[src/sv/tcpd_pkg.sv]
// Package for the two-class priority dispatcher.
// Holds the queue entry type, queue status struct and the function and status codes.
// No dependencies.
`default_nettype none

package tcpd_pkg;

  localparam int NUM_W = 16;
  localparam int ID_W  = 30;
  localparam int AGE_W = 8;
  localparam int GAP_W = 8;
  localparam logic [GAP_W-1:0] AGE_GAP_RESET = 8'd5;

  typedef struct packed {
    logic [NUM_W-1:0] num;
    logic [AGE_W-1:0] age;
    logic [ID_W-1:0]  id;
  } entry_t;

  typedef struct packed {
    logic empty;
    logic full;
  } qstat_t;

  typedef enum logic [1:0] {
    FN_NORMAL   = 2'd0,
    FN_PRIO     = 2'd1,
    FN_DISPATCH = 2'd2,
    FN_UNKNOWN  = 2'd3
  } func_t;

  typedef enum logic [2:0] {
    ST_ENQUEUED = 3'd0,
    ST_FULL     = 3'd1,
    ST_SERVED   = 3'd2,
    ST_EMPTY    = 3'd3,
    ST_NOTFOUND = 3'd4
  } status_t;

endpackage

`default_nettype wire

[src/sv/tcpd_ram.sv]
// Generic single-write, single-read synchronous RAM with a registered read port.
// No dependencies.
`default_nettype none

module tcpd_ram #(
  parameter int WIDTH = 8,
  parameter int DEPTH = 16
) (
  input  wire logic                     clk,
  input  wire logic                     we,
  input  wire logic [$clog2(DEPTH)-1:0] waddr,
  input  wire logic [WIDTH-1:0]         wdata,
  input  wire logic                     re,
  input  wire logic [$clog2(DEPTH)-1:0] raddr,
  output logic      [WIDTH-1:0]         rdata
);

  logic [WIDTH-1:0] mem [DEPTH];

  always_ff @(posedge clk) begin
    if (we) begin
      mem[waddr] <= wdata;
    end
    if (re) begin
      rdata <= mem[raddr];
    end
  end

endmodule

`default_nettype wire

[src/sv/tcpd_queue.sv]
// Circular request queue: head pointer and fill count around one entry RAM.
// Depends on tcpd_pkg and tcpd_ram.
`default_nettype none

module tcpd_queue #(
  parameter int DEPTH = 16
) (
  input  wire logic            clk,
  input  wire logic            rst_n,
  input  wire logic            rd_en,
  input  wire logic            push,
  input  tcpd_pkg::entry_t     push_data,
  input  wire logic            pop,
  output tcpd_pkg::entry_t     head_data,
  output tcpd_pkg::qstat_t     stat
);

  import tcpd_pkg::*;

  localparam int PTR_W = $clog2(DEPTH);
  localparam int CNT_W = $clog2(DEPTH + 1);
  localparam int SUM_W = CNT_W + 1;

  logic [PTR_W-1:0] head_r, head_nxt;
  logic [CNT_W-1:0] cnt_r, cnt_nxt;
  logic [SUM_W-1:0] sum;
  logic [PTR_W-1:0] tail;

  always_comb begin
    sum = SUM_W'(head_r) + SUM_W'(cnt_r);
    if (sum >= SUM_W'(DEPTH)) begin
      tail = PTR_W'(sum - SUM_W'(DEPTH));
    end else begin
      tail = PTR_W'(sum);
    end
    stat.empty = (cnt_r == '0);
    stat.full  = (cnt_r == CNT_W'(DEPTH));
    head_nxt = head_r;
    cnt_nxt  = cnt_r;
    if (push) begin
      cnt_nxt = cnt_r + 1'b1;
    end else if (pop) begin
      cnt_nxt = cnt_r - 1'b1;
      if (head_r == PTR_W'(DEPTH - 1)) begin
        head_nxt = '0;
      end else begin
        head_nxt = head_r + 1'b1;
      end
    end
  end

  always_ff @(posedge clk) begin
    if (!rst_n) begin
      head_r <= '0;
      cnt_r  <= '0;
    end else begin
      head_r <= head_nxt;
      cnt_r  <= cnt_nxt;
    end
  end

  tcpd_ram #(
    .WIDTH ($bits(entry_t)),
    .DEPTH (DEPTH)
  ) u_ram (
    .clk   (clk),
    .we    (push),
    .waddr (tail),
    .wdata (push_data),
    .re    (rd_en),
    .raddr (head_r),
    .rdata (head_data)
  );

endmodule

`default_nettype wire

[src/sv/two_class_priority_dispatcher.sv]
// Two-class priority dispatcher: normal and priority request queues feeding server slots.
// Two steps per transaction: accept and head reads (S_IDLE), then decide and write back (S_EXEC).
// No new transaction is taken until the last is written back, as the RAM read is registered.
// The result is registered as S_EXEC completes; S_EXEC waits while an earlier result is stalled.
// Synchronous active-low reset empties both queues, idles all servers and restores age_gap.
`default_nettype none

module two_class_priority_dispatcher #(
  parameter int QUEUE_DEPTH = 16,
  parameter int SERVERS     = 4
) (
  input  wire logic        clk,
  input  wire logic        rst_n,
  input  wire logic        in_tvalid,
  output logic             in_tready,
  // server_index[3:0], client_id[33:4], client_age[41:34], zero fill above
  input  wire logic [47:0] in_tdata,
  // func[1:0]
  input  wire logic [1:0]  in_tuser,
  output logic             out_tvalid,
  input  wire logic        out_tready,
  // assigned_valid[0], assigned_id[30:1], assigned_age[38:31],
  // assigned_from_priority[39], arrival_number[55:40]
  output logic [55:0]      out_tdata,
  // status[2:0]
  output logic [2:0]       out_tuser,
  input  wire logic        cfg_valid,
  output logic             cfg_ready,
  input  wire logic [7:0]  cfg_data
);

  import tcpd_pkg::*;

  localparam int SIDX_W = (SERVERS > 1) ? $clog2(SERVERS) : 1;

  typedef enum logic {S_IDLE, S_EXEC} state_t;

  state_t             state_r, state_nxt;
  logic [1:0]         func_r;
  logic [3:0]         sidx_r;
  logic [ID_W-1:0]    id_r;
  logic [AGE_W-1:0]   age_r;
  logic [GAP_W-1:0]   age_gap_r;
  logic [NUM_W-1:0]   arr_r, arr_nxt;
  logic [SERVERS-1:0] busy_r, busy_nxt;

  logic               out_valid_r, out_valid_nxt;
  logic [2:0]         status_r, status_nxt;
  logic               avalid_r, avalid_nxt;
  logic [ID_W-1:0]    aid_r, aid_nxt;
  logic [AGE_W-1:0]   aage_r, aage_nxt;
  logic               fromp_r, fromp_nxt;
  logic [NUM_W-1:0]   anum_r, anum_nxt;

  logic               accept, fire;
  logic               is_enq, qsel, sel_full, srv_ok, have, take_normal;
  logic [SIDX_W-1:0]  s_idx;
  logic [NUM_W-1:0]   stamp, diff;
  logic               push_n, push_p, pop_n, pop_p;
  entry_t             new_entry, n_head, p_head, pick;
  qstat_t             n_stat, p_stat;

  assign in_tready  = (state_r == S_IDLE);
  assign accept     = in_tvalid && in_tready;
  assign fire       = (state_r == S_EXEC) && (!out_valid_r || out_tready);
  assign cfg_ready  = 1'b1;
  assign out_tvalid = out_valid_r;
  assign out_tuser  = status_r;
  assign out_tdata  = {anum_r, fromp_r, aage_r, aid_r, avalid_r};

  always_comb begin
    is_enq   = (func_r == FN_NORMAL) || (func_r == FN_PRIO);
    qsel     = (func_r == FN_PRIO);
    sel_full = qsel ? p_stat.full : n_stat.full;
    stamp    = arr_r + 1'b1;
    srv_ok   = (func_r == FN_DISPATCH) && (sidx_r != 4'd0) && (sidx_r <= 4'(SERVERS));
    s_idx    = SIDX_W'(sidx_r - 4'd1);
    have     = !(p_stat.empty && n_stat.empty);
    diff     = p_head.num - n_head.num;
    if (p_stat.empty) begin
      take_normal = 1'b1;
    end else if (n_stat.empty) begin
      take_normal = 1'b0;
    end else begin
      take_normal = !diff[NUM_W-1] && (diff > NUM_W'(age_gap_r));
    end
    pick = take_normal ? n_head : p_head;

    new_entry.num = stamp;
    new_entry.age = age_r;
    new_entry.id  = id_r;

    push_n = fire && is_enq && !qsel && !sel_full;
    push_p = fire && is_enq && qsel && !sel_full;
    pop_n  = fire && srv_ok && have && take_normal;
    pop_p  = fire && srv_ok && have && !take_normal;

    state_nxt     = state_r;
    arr_nxt       = arr_r;
    busy_nxt      = busy_r;
    out_valid_nxt = out_valid_r && !out_tready;
    status_nxt    = status_r;
    avalid_nxt    = avalid_r;
    aid_nxt       = aid_r;
    aage_nxt      = aage_r;
    fromp_nxt     = fromp_r;
    anum_nxt      = anum_r;

    if (accept) begin
      state_nxt = S_EXEC;
    end
    if (fire) begin
      state_nxt     = S_IDLE;
      out_valid_nxt = 1'b1;
      status_nxt    = ST_NOTFOUND;
      avalid_nxt    = 1'b0;
      aid_nxt       = '0;
      aage_nxt      = '0;
      fromp_nxt     = 1'b0;
      anum_nxt      = '0;
      if (is_enq) begin
        if (sel_full) begin
          status_nxt = ST_FULL;
        end else begin
          status_nxt = ST_ENQUEUED;
          anum_nxt   = stamp;
          arr_nxt    = stamp;
        end
      end else if (srv_ok) begin
        status_nxt      = busy_r[s_idx] ? ST_SERVED : ST_EMPTY;
        busy_nxt[s_idx] = have;
        if (have) begin
          avalid_nxt = 1'b1;
          aid_nxt    = pick.id;
          aage_nxt   = pick.age;
          fromp_nxt  = !take_normal;
          anum_nxt   = pick.num;
        end
      end
    end
  end

  always_ff @(posedge clk) begin
    if (!rst_n) begin
      state_r     <= S_IDLE;
      out_valid_r <= 1'b0;
      arr_r       <= '0;
      busy_r      <= '0;
      age_gap_r   <= AGE_GAP_RESET;
    end else begin
      state_r     <= state_nxt;
      out_valid_r <= out_valid_nxt;
      arr_r       <= arr_nxt;
      busy_r      <= busy_nxt;
      if (cfg_valid && cfg_ready) begin
        age_gap_r <= cfg_data;
      end
    end
    status_r <= status_nxt;
    avalid_r <= avalid_nxt;
    aid_r    <= aid_nxt;
    aage_r   <= aage_nxt;
    fromp_r  <= fromp_nxt;
    anum_r   <= anum_nxt;
    if (accept) begin
      func_r <= in_tuser;
      sidx_r <= in_tdata[3:0];
      id_r   <= in_tdata[33:4];
      age_r  <= in_tdata[41:34];
    end
  end

  tcpd_queue #(.DEPTH (QUEUE_DEPTH)) u_normal_q (
    .clk       (clk),
    .rst_n     (rst_n),
    .rd_en     (accept),
    .push      (push_n),
    .push_data (new_entry),
    .pop       (pop_n),
    .head_data (n_head),
    .stat      (n_stat)
  );

  tcpd_queue #(.DEPTH (QUEUE_DEPTH)) u_prio_q (
    .clk       (clk),
    .rst_n     (rst_n),
    .rd_en     (accept),
    .push      (push_p),
    .push_data (new_entry),
    .pop       (pop_p),
    .head_data (p_head),
    .stat      (p_stat)
  );

endmodule

`default_nettype wire

[config.mk]
export PLATFORM = sky130hd
export DESIGN_NAME = two_class_priority_dispatcher
export DESIGN_NICKNAME = d
export VERILOG_FILES = /design/src/sv/tcpd_pkg.sv /design/src/sv/tcpd_ram.sv /design/src/sv/tcpd_queue.sv /design/src/sv/two_class_priority_dispatcher.sv
export SDC_FILE = /design/constraint.sdc
export NUM_CORES = 2
export LEC_CHECK = 0
export BUFFER_PORTS_ARGS = -buffer_cell sky130_fd_sc_hd__buf_2
export CAP_MARGIN = 20
export CORE_MARGIN = 10
export CORE_UTILIZATION = 35
export CTS_CLUSTER_DIAMETER = 50
export DETAILED_ROUTE_END_ITERATION = 16
export PLACE_DENSITY_LB_ADDON = 0.25
export RECOVER_POWER = 100
export SLEW_MARGIN = 5
export SYNTH_ARGS = -nofsm -noshare
export SYNTH_HDL_FRONTEND = slang
export SYNTH_SLANG_ARGS = --single-unit
[constraint.sdc]
create_clock -name clk -period 11.45 [get_ports clk]
set_input_delay 0.5725 -clock clk [delete_from_list [all_inputs] [get_ports clk]]
set_output_delay 0.5725 -clock clk [all_outputs]
set_load 0.005 [all_outputs]
# == Word-level counts from Yosys, hierarchy flattened ==
# Memory sizes are Yosys's and may differ from the RTL's. A register that Yosys moved wholly into a read port is not among the register bits.
# Cells that the tools add are included.
# word_totals
ram_bits,1728
latch_bits,0
romBits,0
word_cells,123
inputBits,63
mem_count,2
reg_bits,151
# op_classes
n_addsub,13
n_div,0
eq_ne,6
reduce_logical,39
n_lt_le_gt_ge,6
mul,0
bitwise,7
n_shift,0
n_mux,31
# memory_table
name,depth,word_bits,read_ports,rd_clocked_by_memory_dff,write_ports,line,text
u_normal_q.u_ram.mem,16,54,1,1,1,tcpd_ram.sv:18,logic [WIDTH-1:0] mem [DEPTH];
u_prio_q.u_ram.mem,16,54,1,1,1,tcpd_ram.sv:18,
# ops
operator,n
16-bit two-way mux,4
54-bit two-way mux,1
5-bit two-way mux,4
1-bit logical AND,17
"16-bit by 1-bit adder with 16-bit output, second input constant",1
16-bit by 8-bit greater-than comparator with 1-bit output,1
4-bit two-way mux,4
16-bit subtractor,1
1-bit two-way mux,13
4-bit by 5-bit adder with 6-bit output,2
"6-bit by 5-bit >= comparator with 1-bit output, second input constant",2
"5-bit by 1-bit adder with 5-bit output, second input constant",2
"5-bit == test, second input constant",2
5-bit logical NOT,2
"5-bit by 1-bit subtractor with 5-bit output, second input constant",2
"4-bit by 1-bit adder with 4-bit output, second input constant",2
"4-bit == test, second input constant",2
"4-bit by 1-bit subtractor with 4-bit output, second input constant",2
1-bit logical NOT,7
1-bit NOT,7
3-bit two-way mux,2
3-bit AND reduction,2
4-bit bitwise mux,1
"4-bit by 3-bit less-or-equal comparator with 1-bit output, second input constant",1
other kinds (14),18

# == Longest topological paths before layout ==
# logic_depth
ltp_word,9
depth_mapped,20
depth_no_buf,18

# == By module ==
# From an unflattened synthesis, not the netlist that was laid out.
# unflattened
cells_unflattened,3589
area_unflattened_um2,76135.5
# by_module_without_submodules
module,cells_each,seq_area_each_um2,n_inst,area_each_um2
tcpd_ram,1394,27566.4,2,33980.1
two_class_priority_dispatcher,657,3693.5,1,6884.1
tcpd_queue,72,180.2,2,645.6

# == Worst setup path after synthesis ==
# OpenSTA, ideal clock, no wires.
# synth_path
path_kind,in2reg
startpoint,in in_tvalid
endpoint,reg age_r[0] (enable)
path_slack_ps,3620
cell_stages,1
setup_ps,684
t_arrival_ps,7146
path_buffers,0
path_cell_list,nor2b_1
# synth_via
elab_chain_cells,1
# synth_lines
element,line,text
"start, declared",two_class_priority_dispatcher.sv:14,"input wire logic in_tvalid,"
1-bit logical AND,two_class_priority_dispatcher.sv:64,assign accept = in_tvalid && in_tready;
"end signal, assigned",two_class_priority_dispatcher.sv:169,age_r <= in_tdata[41:34];
"end, declared",two_class_priority_dispatcher.sv:42,logic [AGE_W-1:0] age_r;
# No other way between the ends.
# A chain may end at the register's enable or synchronous reset.

# == Worst setup path after layout ==
# layout_path
startpoint,reg u_prio_q.cnt_r[1]
endpoint,mem u_prio_q.u_ram.mem[4][26] (netlist name) (enable)
# layout_via
elab_chain_cells,6
word_cells_on_any_way,10
classes_between,add/sub (2); order compare (1); eq/ne (1); mux (4); reduce/logical (2)
# layout_lines
element,line,text
"start, declared",tcpd_queue.sv:25,"logic [CNT_W-1:0] cnt_r, cnt_nxt;"
"start signal, assigned",tcpd_queue.sv:58,cnt_r <= cnt_nxt;
branches (longest 6 deep; another with 4-bit by 5-bit adder with 6-bit output),n/a,
"end, declared",tcpd_ram.sv:18,
# Parallel ways; which one is timed is not known.

==> results summary <==
The flow ran to the end, but the final reports show violations. The final reports fail on max-capacitance violations, max-slew violations. In this run the worst path has a maximum fanout of 34. The height of the die is 486 um.

For the final database, setup skew stands at 0.0426 ns. From synthesis to final layout, the design area changed by 14.6%. The count of buffers from port buffering came out at 117. The mapped cell area came out at 0.0759 mm^2. The count of maximum capacitance violations is 52. The iteration count of the initial detailed-routing pass is 5. After detailed routing, the number of remaining DRC violations is 0. The sequential fraction of design power is 54.5%. The global-route total usage across every layer is 15.7%. The cell leakage power came out at 26.2 nW. The category of the worst setup path launch point is a flop. The worst-case reg-to-reg path depth is 10. The arrival time of data at the critical path endpoint came out at 8.49 ns. Measured along the x axis, the die boundary spans 486 um.

CTS built an H-tree with a depth of 4. The initial antenna violation count is 5. The final sum of negative setup slack is 0 ns. The worst setup path is captured at a flop. The clock net sink count is 1987. After the flow finishes, the layout carries non-filler instances totaling 6609. The biggest area contributor in the post-synthesis netlist is edfxtp_1. The final design utilization is 40.4%.

After detailed routing, the number of vias per cell comes to 5.33. The number of fillers in the final layout is 18900. The maximum number of buffers from clock root to sink is 3. Entering global routing, the biggest net connects 126 pins. The number of enable-type register cells in the synthesized netlist is 1939. The number of nets at the end of the flow came out at 3721.

The flip-flop and latch count after synthesis is 1987. Cell internal power was estimated by the tool at 11.8 mW. The wire length of the first global-routing pass came out at 269 mm. Setup repair after global routing left no endpoint under its margin.

The data required time at the worst endpoint is 11.80 ns. The number of pins with negative max-slew slack in the final report is 1548. The count of endpoints failing setup in the final report came out at 0. The design draws 14.9 mW. The final-report hold violation count came out at 0.

The die covers 0.236 mm^2. The number of library cell types mapped by synthesis came out at 58. The row count is 170. Routability-driven placement finished with a final weighted congestion of 0.727.

The tightest slew margin relative to the limit is -202%. The final instance area came out at 0.0871 mm^2. The share of total power in combinational logic came out at 2.2%. Clock tree synthesis selected as its root buffer the cell clkbuf_16. The area fraction of the dominant cell type after synthesis came out at 76.7%.

Of the available clock period, the critical path in the final layout requires 71.1%. The remaining global-route overflow came out at 0. The share of post-route cells with drive strength above 1 is 24.5%. The buffers inserted during post-CTS setup optimization came out at 0. The detailed router's first-iteration violation count is 3735. The register area share after synthesis came out at 77.9%. Timing would allow up to 123 MHz. The worst-case IR drop observed on VDD is 144 uV. The total I/O pin count came out at 125. Dividing total power by cell area gives a power density of 171 mW/mm^2.

The via count of the first global-routing pass was 36300. The worst register-to-register path begins at u_prio_q.cnt_r[1]$_SDFFE_PN0P_. Summed over all nets, the switching power comes to 3.12 mW. The yosys synthesis warning count came out at 0. The sum of routed wire length over all layers is 189 mm. The placed instances occupy a cell area of 0.0806 mm^2. The min-delay analysis places its worst path in the category in2reg. Clock tree synthesis inserted a total of 212 buffers. The standard cell core area is 0.215 mm^2. Net switching is 20.9% of the power. The most critical setup path has its startpoint at u_prio_q.cnt_r[1]$_SDFFE_PN0P_. The cell count after synthesis came out at 3290. Ranked by total cell area, the synthesized netlist is headed by edfxtp_1 77%, mux4_2 16%, dfxtp_1 1.3%, mux2i_1 0.76%, ha_1 0.71%. The async set-reset flop share out of synthesis is 0%. The most used flip-flop cell after synthesis is edfxtp_1. The endpoint identified for the worst register-to-register timing path is u_prio_q.u_ram.mem[4][26]$_DFFE_PP_. For the pin with the worst max-slew slack, the measured transition is 4.53 ns. The critical path is of the reg2reg type. The post-placement cell count is 6181. The worst setup slack for register-to-register paths is 3.31 ns. The most used standard cell by instance count after synthesis is edfxtp_1. Once detail routing completed, the nets flagged for antenna violations numbered 0.

The clock transition at the registers of the reported paths is 0.06 ns. The synthesized area per cell is 23.1 um^2. The net count of the mapped netlist is 3401. Following the worst setup path forward leads to its endpoint at u_prio_q.u_ram.mem[4][26]$_DFFE_PP_.

Detailed placement finished with a half-perimeter wire length of 95.6 mm. In the synthesized netlist, the cells that appear most often are 1939 x edfxtp_1, 541 x mux4_2, 103 x nor2_1, 99 x clkbuf_1, 66 x nand2_1. The time the worst path needs with I/O delays and setup is 8.14 ns. For this configuration, the core starts out at a cell density of 35.3%. The clock reaches the later pin of the worst-skew pair after 0.83 ns. In the final routed layout, each cell accounts on average for 28.6 um. TritonCTS built the clock tree.

The portion of total power attributed to the clock network came out at 43.2%. Across all layers, the routed design uses 35300 vias.
==> critical path, cell delays in order (launching register included) <==
cell      delay, ns
dfxtp_1        0.50
nor4_1         0.18
nand3_1        0.14
o21ai_0        0.13
or2_0          0.51
nor2_1         0.22
clkbuf_1       0.49
and3_1         0.36
nand2_1        0.16
nor2_1         2.42
clkbuf_1       2.47
==> registers in the layout, summed over array words and instances (netlist names) <==
register and cells:
age_r 8, u_normal_q.head_r 4, u_normal_q.cnt_r 5, avalid_r 1, aage_r 8, out_tvalid 1
busy_r 4, anum_r 16, out_tuser 3, age_gap_r 8, u_prio_q.u_ram.rdata 54, sidx_r 4
id_r 30, aid_r 30, func_r 2, arr_r 16, u_normal_q.u_ram.mem 864, u_normal_q.u_ram.rdata 54
fromp_r 1, u_prio_q.cnt_r 5, u_prio_q.head_r 4, state_r 1, u_prio_q.u_ram.mem 864
==> final cells by class <==
| cell class | instances | area (um^2) | share of cell area [%] |
|---|---|---|---|
| inverters | 42 | 159 | 0.183 |
| well taps | 2838 | 3550 | 4.08 |
| clock inverters | 95 | 885 | 1.02 |
| repair buffers | 263 | 1550 | 1.78 |
| flip-flops and latches | 1987 | 59200 | 68.0 |
| clock buffers | 279 | 5630 | 6.47 |
| diodes | 1 | 2.50 | 0.00287 |
| multi-input cells | 1104 | 16100 | 18.5 |
==> layer usage <==
| metal | track usage, % | up-vias | part of all wire, % |
|---|---|---|---|
| met5 | 0 | - | 0 |
| met4 | 3.47 | 0 | 1.9 |
| met3 | 2.95 | 248 | 5.8 |
| met2 | 25.1 | 1033 | 48 |
| met1 | 22.4 | 19400 | 45 |
| li1 | - | 14500 | - |
==> repair_timing <==
item,in CTS,in global routing
endpoints found under the hold margin,53,0
hold buffers,53,0
resized for setup,0,0
==> cell families (layout without fill, tap and decap cells) <==
| logic type | Yosys count | count (layout) | synth area share (%) |
|---|---|---|---|
| buf+inv | 199 | 679 | 1.05 |
| compound gates | 128 | 128 | 1.12 |
| fa+ha+maj | 48 | 48 | 0.840 |
| flops | 1987 | 1987 | 77.9 |
| other cells | 1 | 2 | 0.00494 |
| xor+xnor | 46 | 46 | 0.530 |
| mux | 600 | 600 | 16.8 |
| simple gates | 281 | 281 | 1.70 |
==> worst min path at each step <==
| stage | cells past startpoint | slack, ns | startpoint | endpoint |
|---|---|---|---|---|
| floorplan | 2 | 0.45 | age_gap_r[0]$_SDFFE_PN1P_ | age_gap_r[0]$_SDFFE_PN1P_ |
| global placement | 2 | 0.47 | arr_r[1]$_SDFFE_PN0P_ | arr_r[1]$_SDFFE_PN0P_ |
| detailed placement | 2 | 0.47 | arr_r[1]$_SDFFE_PN0P_ | arr_r[1]$_SDFFE_PN0P_ |
| CTS | 1 | 0.03 | in_tdata[40] | age_r[6]$_DFFE_PP_ |
| global route | 2 | 0.12 | cfg_valid | age_gap_r[2]$_SDFFE_PN1P_ |
| finish | 3 | 0.13 | cfg_valid | age_gap_r[2]$_SDFFE_PN1P_ |
==> cell usage in the layout (no fill, tap or decap), types with 7 or more instances in the layout <==
master	n
edfxtp_1	1939
mux4_2	541
clkbuf_16	215
clkbuf_1	189
nor2_1	97
nand2_1	66
mux2i_1	58
dlygate4sd3_1	53
ha_1	43
dfxtp_1	43
buf_2	42
inv_1	41
a21oi_1	40
clkinv_1	40
buf_4	39
nand2b_1	28
nand3_1	27
xnor2_1	19
o21ai_0	18
xor2_1	17
clkinv_2	16
nor3_1	15
o311ai_0	13
and3_1	10
o211ai_1	9
a21o_1	9
or3_1	9
bufinv_16	8
inv_6	7
==> per-stage QoR <==
step                      setup WS [ns]  hold WS [ns]
final                              3.31         0.131
after detailed placement           6.12         0.475
after CTS                          6.10        0.0349
after floorplan                    3.62         0.449
after global routing               2.85         0.120
after global placement             6.14         0.471
==> power groups by stage <==
stage	combinational [mW]	clock (mW)	sequential, mW
floorplan	0.208	0	8.25
global placement	0.334	0	8.28
detailed placement	0.337	0	8.29
CTS	0.353	6.63	8.14
global route	0.366	6.91	8.15
finish	0.334	6.46	8.14
Note: power is estimated with default switching activity, not from simulation.
